### config.mk
export PLATFORM = sky130hd
export DESIGN_NAME = hwba_ram
export DESIGN_NICKNAME = d
export VERILOG_FILES = /design/src/rtl/core/hwba_ram.sv
export SDC_FILE = /design/constraint.sdc
export NUM_CORES = 2
export LEC_CHECK = 0
export BUFFER_PORTS_ARGS = -buffer_cell sky130_fd_sc_hd__buf_2
export CAP_MARGIN = 30
export CORE_MARGIN = 4
export CORE_UTILIZATION = 55
export DETAILED_ROUTE_END_ITERATION = 6
export GPL_TIMING_DRIVEN = 1
export PLACE_DENSITY = 0.7
export SYNTH_ARGS = -nofsm -noshare
export SYNTH_HDL_FRONTEND = slang
export SYNTH_SLANG_ARGS = --single-unit
### constraint.sdc
create_clock -name clk -period 3.1 [get_ports clk]
set_input_delay 0.155 -clock clk [delete_from_list [all_inputs] [get_ports clk]]
set_output_delay 0.155 -clock clk [all_outputs]
set_load 0.01 [all_outputs]
### src/rtl/core/hwba_ram.sv
module hwba_ram #(
  parameter int unsigned WIDTH = 2,
  parameter int unsigned DEPTH = 1024
) (
  input  logic                     clk,
  input  logic                     we,
  input  logic [$clog2(DEPTH)-1:0] waddr,
  input  logic [WIDTH-1:0]         wdata,
  input  logic [$clog2(DEPTH)-1:0] raddr,
  output logic [WIDTH-1:0]         rdata
);

  logic [WIDTH-1:0] mem [DEPTH];

  always_ff @(posedge clk) begin
    if (we) begin
      mem[waddr] <= wdata;
    end
    rdata <= mem[raddr];
  end

endmodule
# Yosys cells after proc, flatten, opt, wreduce, memory -nomap -nowiden

Memory sizes are Yosys's and may differ from the RTL's. A register that Yosys moved wholly into a read port is not among the register bits.
Cells that the tools add are included.
Widths: inputs -> output; s select.

Register bits: 0
Memory bits (writable): 2048
Input port bits: 24
Output and inout bits: 2
Logic and storage cells: 3
Memories kept: 1

Multiplexer cells: 2

Memory list:

| name | depth | width | rd ports | clocked after Yosys merged registers in | wr ports | RTL line | text |
|---|---|---|---|---|---|---|---|
| mem  | 1024  | 2     | 1        | 1                                       | 1        | 13       | `logic [WIDTH-1:0] mem [DEPTH];` |

Operators by type and width:

| operator | number |
|---|---|
| $mux 1   | 2 |

# Logic depth before layout (Yosys ltp)

Depth after elaboration: 2
Gate-level depth with buffers: 15

# Worst setup path before layout

OpenSTA, ideal clock, no wires.

Kind: in2reg
Start: input raddr[0]
End: register rdata[1], read port of mem
Library setup time: 0.140 ns
Data arrival time: 2.377 ns
Data required time: 2.960 ns
Setup slack: 0.583 ns
Stages: 12
Buffers on the path: 5
Cells stage by stage: buf_6 -> buf_12 -> buf_8 -> buf_6 -> buf_6 -> mux4_2 -> a221oi_1 -> o21ai_0 -> nor3_1 -> o31ai_1 -> o31ai_1 -> nand4_1

RTL lines:

| what               | RTL line | text |
|---|---|---|
| start: declaration | 9        | `input logic [$clog2(DEPTH)-1:0] raddr,` |
| end: declaration   | 10       | `output logic [WIDTH-1:0] rdata` |

==> results.yml <==
synth:
  synth_top_flop_cell: "sky130_fd_sc_hd__edfxtp_1"
  synth_largest_area_cell: "sky130_fd_sc_hd__edfxtp_1"
  synth.area.top_cells: "sky130_fd_sc_hd__edfxtp_1 73%, sky130_fd_sc_hd__mux4_2 12%, sky130_fd_sc_hd__nor2_1 4.7%"
  yosys_register_bits: 2050
  synth_fp_nets: 4817
  async_flop_share: 0
  synth.yosys.warnings: 0
  synthesis.instances: 4793
  number_of_distinct_standard_cells_referenced_by_the_synthesized_netlist: 66
  synth_seq_area_share: 0.735
  synth.avg_cell_area_sq_um: 17.5
  synth.top_cell.area_share: 0.734
  synth_enable_flop_cells: 2048
  post_synth_instance_area_sq_um: 83800
clock_tree:
  cts_buffer_depth: 3
  clkLatencyLatePin_ns: 0.84
  htreeDepth: 4
  cts.root.buffer_cell: "sky130_fd_sc_hd__clkbuf_16"
  clk_pin_slew_worst_paths_ns: 0.06
  clock_sink_count: 2050
  cts_setup_buffers: 0
  number_of_buffers_created_by_cts: 196
  cts_tree: "yes"
sta:
  setup_viol: 0
  grt_setup_unrepaired: "false"
  min_period_over_period: 0.945
  setup_slack_ns: 0.169
  timing_hold_violations_final: 0
  tightest_slew_ns: 1.07
  hold_ws_ns: 0.100
  timing.setup.tns_ns: 0
  slew_headroom: 0.287
  min_period_ns: 2.93
  timing_max_transition_violations_final: 0
  fin_skew_ns: 0.0287
  clock.fmax_ghz: 0.341
power:
  power.density_nw_per_um2: 602
  p_leak_nw: 29.4
  total_power_mw: 57.2
  ir_worst_vdd_uv: 461
worst_setup_path:
  critical_path_class: "flip-flop to flip-flop"
  start_of_the_worst_register_to_register_path: "mem[393][1]$_DFFE_PP_"
  timing.critical_path.from_type: "flip-flop"
  timing.critical_path.fanout_max: 2
  cp_max_stage_cell: "sky130_fd_sc_hd__o31ai_1"
  critical_path_arrival_ns: 3.62
  cpPeakStageDelay_ns: 0.54
  timing.critical_path.to_type: "flip-flop"
  critical_path_required_ns: 3.79
  series_of_cell_instances_along_the_critical_path: "mux4_2 > mux2_2 > a22oi_1 > nand3_1 > o31ai_1 > buf_4 > a21oi_1 > buf_4 > a21oi_1 > nand4_1"
  cp-startpoint: "mem[393][1]$_DFFE_PP_"
job:
  max_cap_viols: 0
die:
  ioPinCount: 26
  chipHeight_um: 398
  num_rows: 142
  core_area_sq_um: 151000
  floorplan.initialDensity: 0.556
  die_boundary_width_um: 398
  die_area_sq_um: 159000
routing:
  post_drt_via_cell_ratio: 6.64
  detailed_route_via_count: 47839
  drt_first_pass_iters: 5
  routed_wire_length_per_instance_um: 31.9
  wl_mm: 230
  ant_nets: 0
  drt_iter0_drc: 7470
  drt_drc_violations_left: 0
placed_design:
  post-dp-hpwl_mm: 137
  io_buffers: 25
  gp_routability_congestion: 0.876
  pre_cts_ws_ns: -0.362
  post_dp_cell_area_sq_um: 88600
global_routing:
  via_count_of_the_first_global_routing_pass: 47439
  antenna_violations_before_repair: 14
  grt_max_degree: 152
  track_usage: 0.294
  grt_remaining_overflow: 0
  grt_first_pass_wirelength_mm: 334
outcome:
  run_status: "completed"
worst_hold_path:
  worstHoldStart: "we"
  hold_path_class: "input pin to flip-flop"
layout:
  filler_cell_count: 10539
  layout.area.seq_sq_um: 61500
  multi_input_comb_area_sq_um: 20500
  layout-area-overhead-vs-synth_pct: 13.4
  layout.cells.most_common_list: "2048 x sky130_fd_sc_hd__edfxtp_1, 1052 x sky130_fd_sc_hd__nor2_1, 449 x sky130_fd_sc_hd__mux4_2, 313 x sky130_fd_sc_hd__buf_4, 205 x sky130_fd_sc_hd__mux2i_1"
  design.final.nets: 5043
  final_layout_size_suffix_gt1_frac: 0.229
  layout.cell_area.non_filler_sq_um: 95000
  layout.cells.most_common: "sky130_fd_sc_hd__edfxtp_1"
critical path: cells and delay by family, from the launching register on:
| kind | cells | cell delay, ns |
|---|---|---|
| and+or+nand+nor | 2 | 0.27 |
| AOI/OAI and AO/OA | 4 | 1.01 |
| muxes | 2 | 0.76 |
| buffers and inverters | 2 | 0.38 |
| DFF | 1 | 0.37 |
state kept, by name (all words and copies together) (netlist names):
signal,cells
mem,2048
rdata,2
stage by stage:
stage / utilization / cells
final: 0.631 / 7204
after global routing: 0.631 / 7196
after CTS: 0.631 / 7196
after detailed placement: 0.588 / 6826
after global placement: 0.588 / 6823
after floorplan: - / 4793
where the power goes:
part / internal [mW] / switching (mW) / total, mW / leakage [nW]
clock: 13.2 / 10.3 / 23.5 / 3.05
combinational: 1.21 / 2.00 / 3.21 / 7.97
sequential: 30.5 / 0.0135 / 30.5 / 18.4
total: 44.9 / 12.3 / 57.2 / 29.4
cell families (layout without fill, tap and decap cells):
kind of cell | Yosys count | in the layout | synth area share
muxes | 664 | 664 | 0.147
other | 0 | 8 | 0
and+or+nand+nor | 1324 | 1324 | 0.0640
DFF | 2050 | 2050 | 0.735
buffers and inverters | 402 | 789 | 0.0249
AOI/OAI and AO/OA | 353 | 353 | 0.0298
synthesized netlist by cell type, types with 28 or more instances:
library cell / instances
sky130_fd_sc_hd__buf_6: 33
sky130_fd_sc_hd__mux4_2: 449
sky130_fd_sc_hd__a22oi_1: 45
sky130_fd_sc_hd__o21ai_0: 36
sky130_fd_sc_hd__clkbuf_1: 239
sky130_fd_sc_hd__a21oi_1: 70
sky130_fd_sc_hd__nand3_1: 39
sky130_fd_sc_hd__nand2_1: 96
sky130_fd_sc_hd__nor3_1: 45
sky130_fd_sc_hd__mux2i_1: 205
sky130_fd_sc_hd__buf_4: 28
sky130_fd_sc_hd__nor2_1: 1054
sky130_fd_sc_hd__buf_1: 54
sky130_fd_sc_hd__o221ai_1: 82
sky130_fd_sc_hd__edfxtp_1: 2048
sky130_fd_sc_hd__o22ai_1: 45
final timing paths:
path / endpoint / slack, ns / depth (start not counted)
setup / recovery: rdata[1]$_DFF_P_ / 0.17 / 10
hold / removal: mem[5][1]$_DFFE_PP_ / 0.10 / 4
hold reg to reg: rdata[1]$_DFF_P_ / 1.23 / 7
setup reg to reg: rdata[1]$_DFF_P_ / 0.17 / 10
timing repair:
item                                   in CTS  in global routing
hold buffers                               11                  0
endpoints found under the hold margin     215                  0
resized for setup                           0                  0
layout make-up:
class,instances,share of cell area
diodes,8,0.000211
well taps,2016,0.0265
flip-flops and latches,2050,0.648
multi-input cells,2341,0.216
clock inverters,118,0.0121
repair buffers,424,0.0437
inverters,6,0.000277
clock buffers,241,0.0538
per-layer routing:
metal,part of all wire,up-vias,GRT usage
met5,0.000065,-,0
li1,-,19339,-
met2,0.47,3298,0.454
met1,0.37,24723,0.421
met3,0.13,477,0.0664
met4,0.036,2,0.0990
Note: power is estimated with default switching activity, not from simulation.
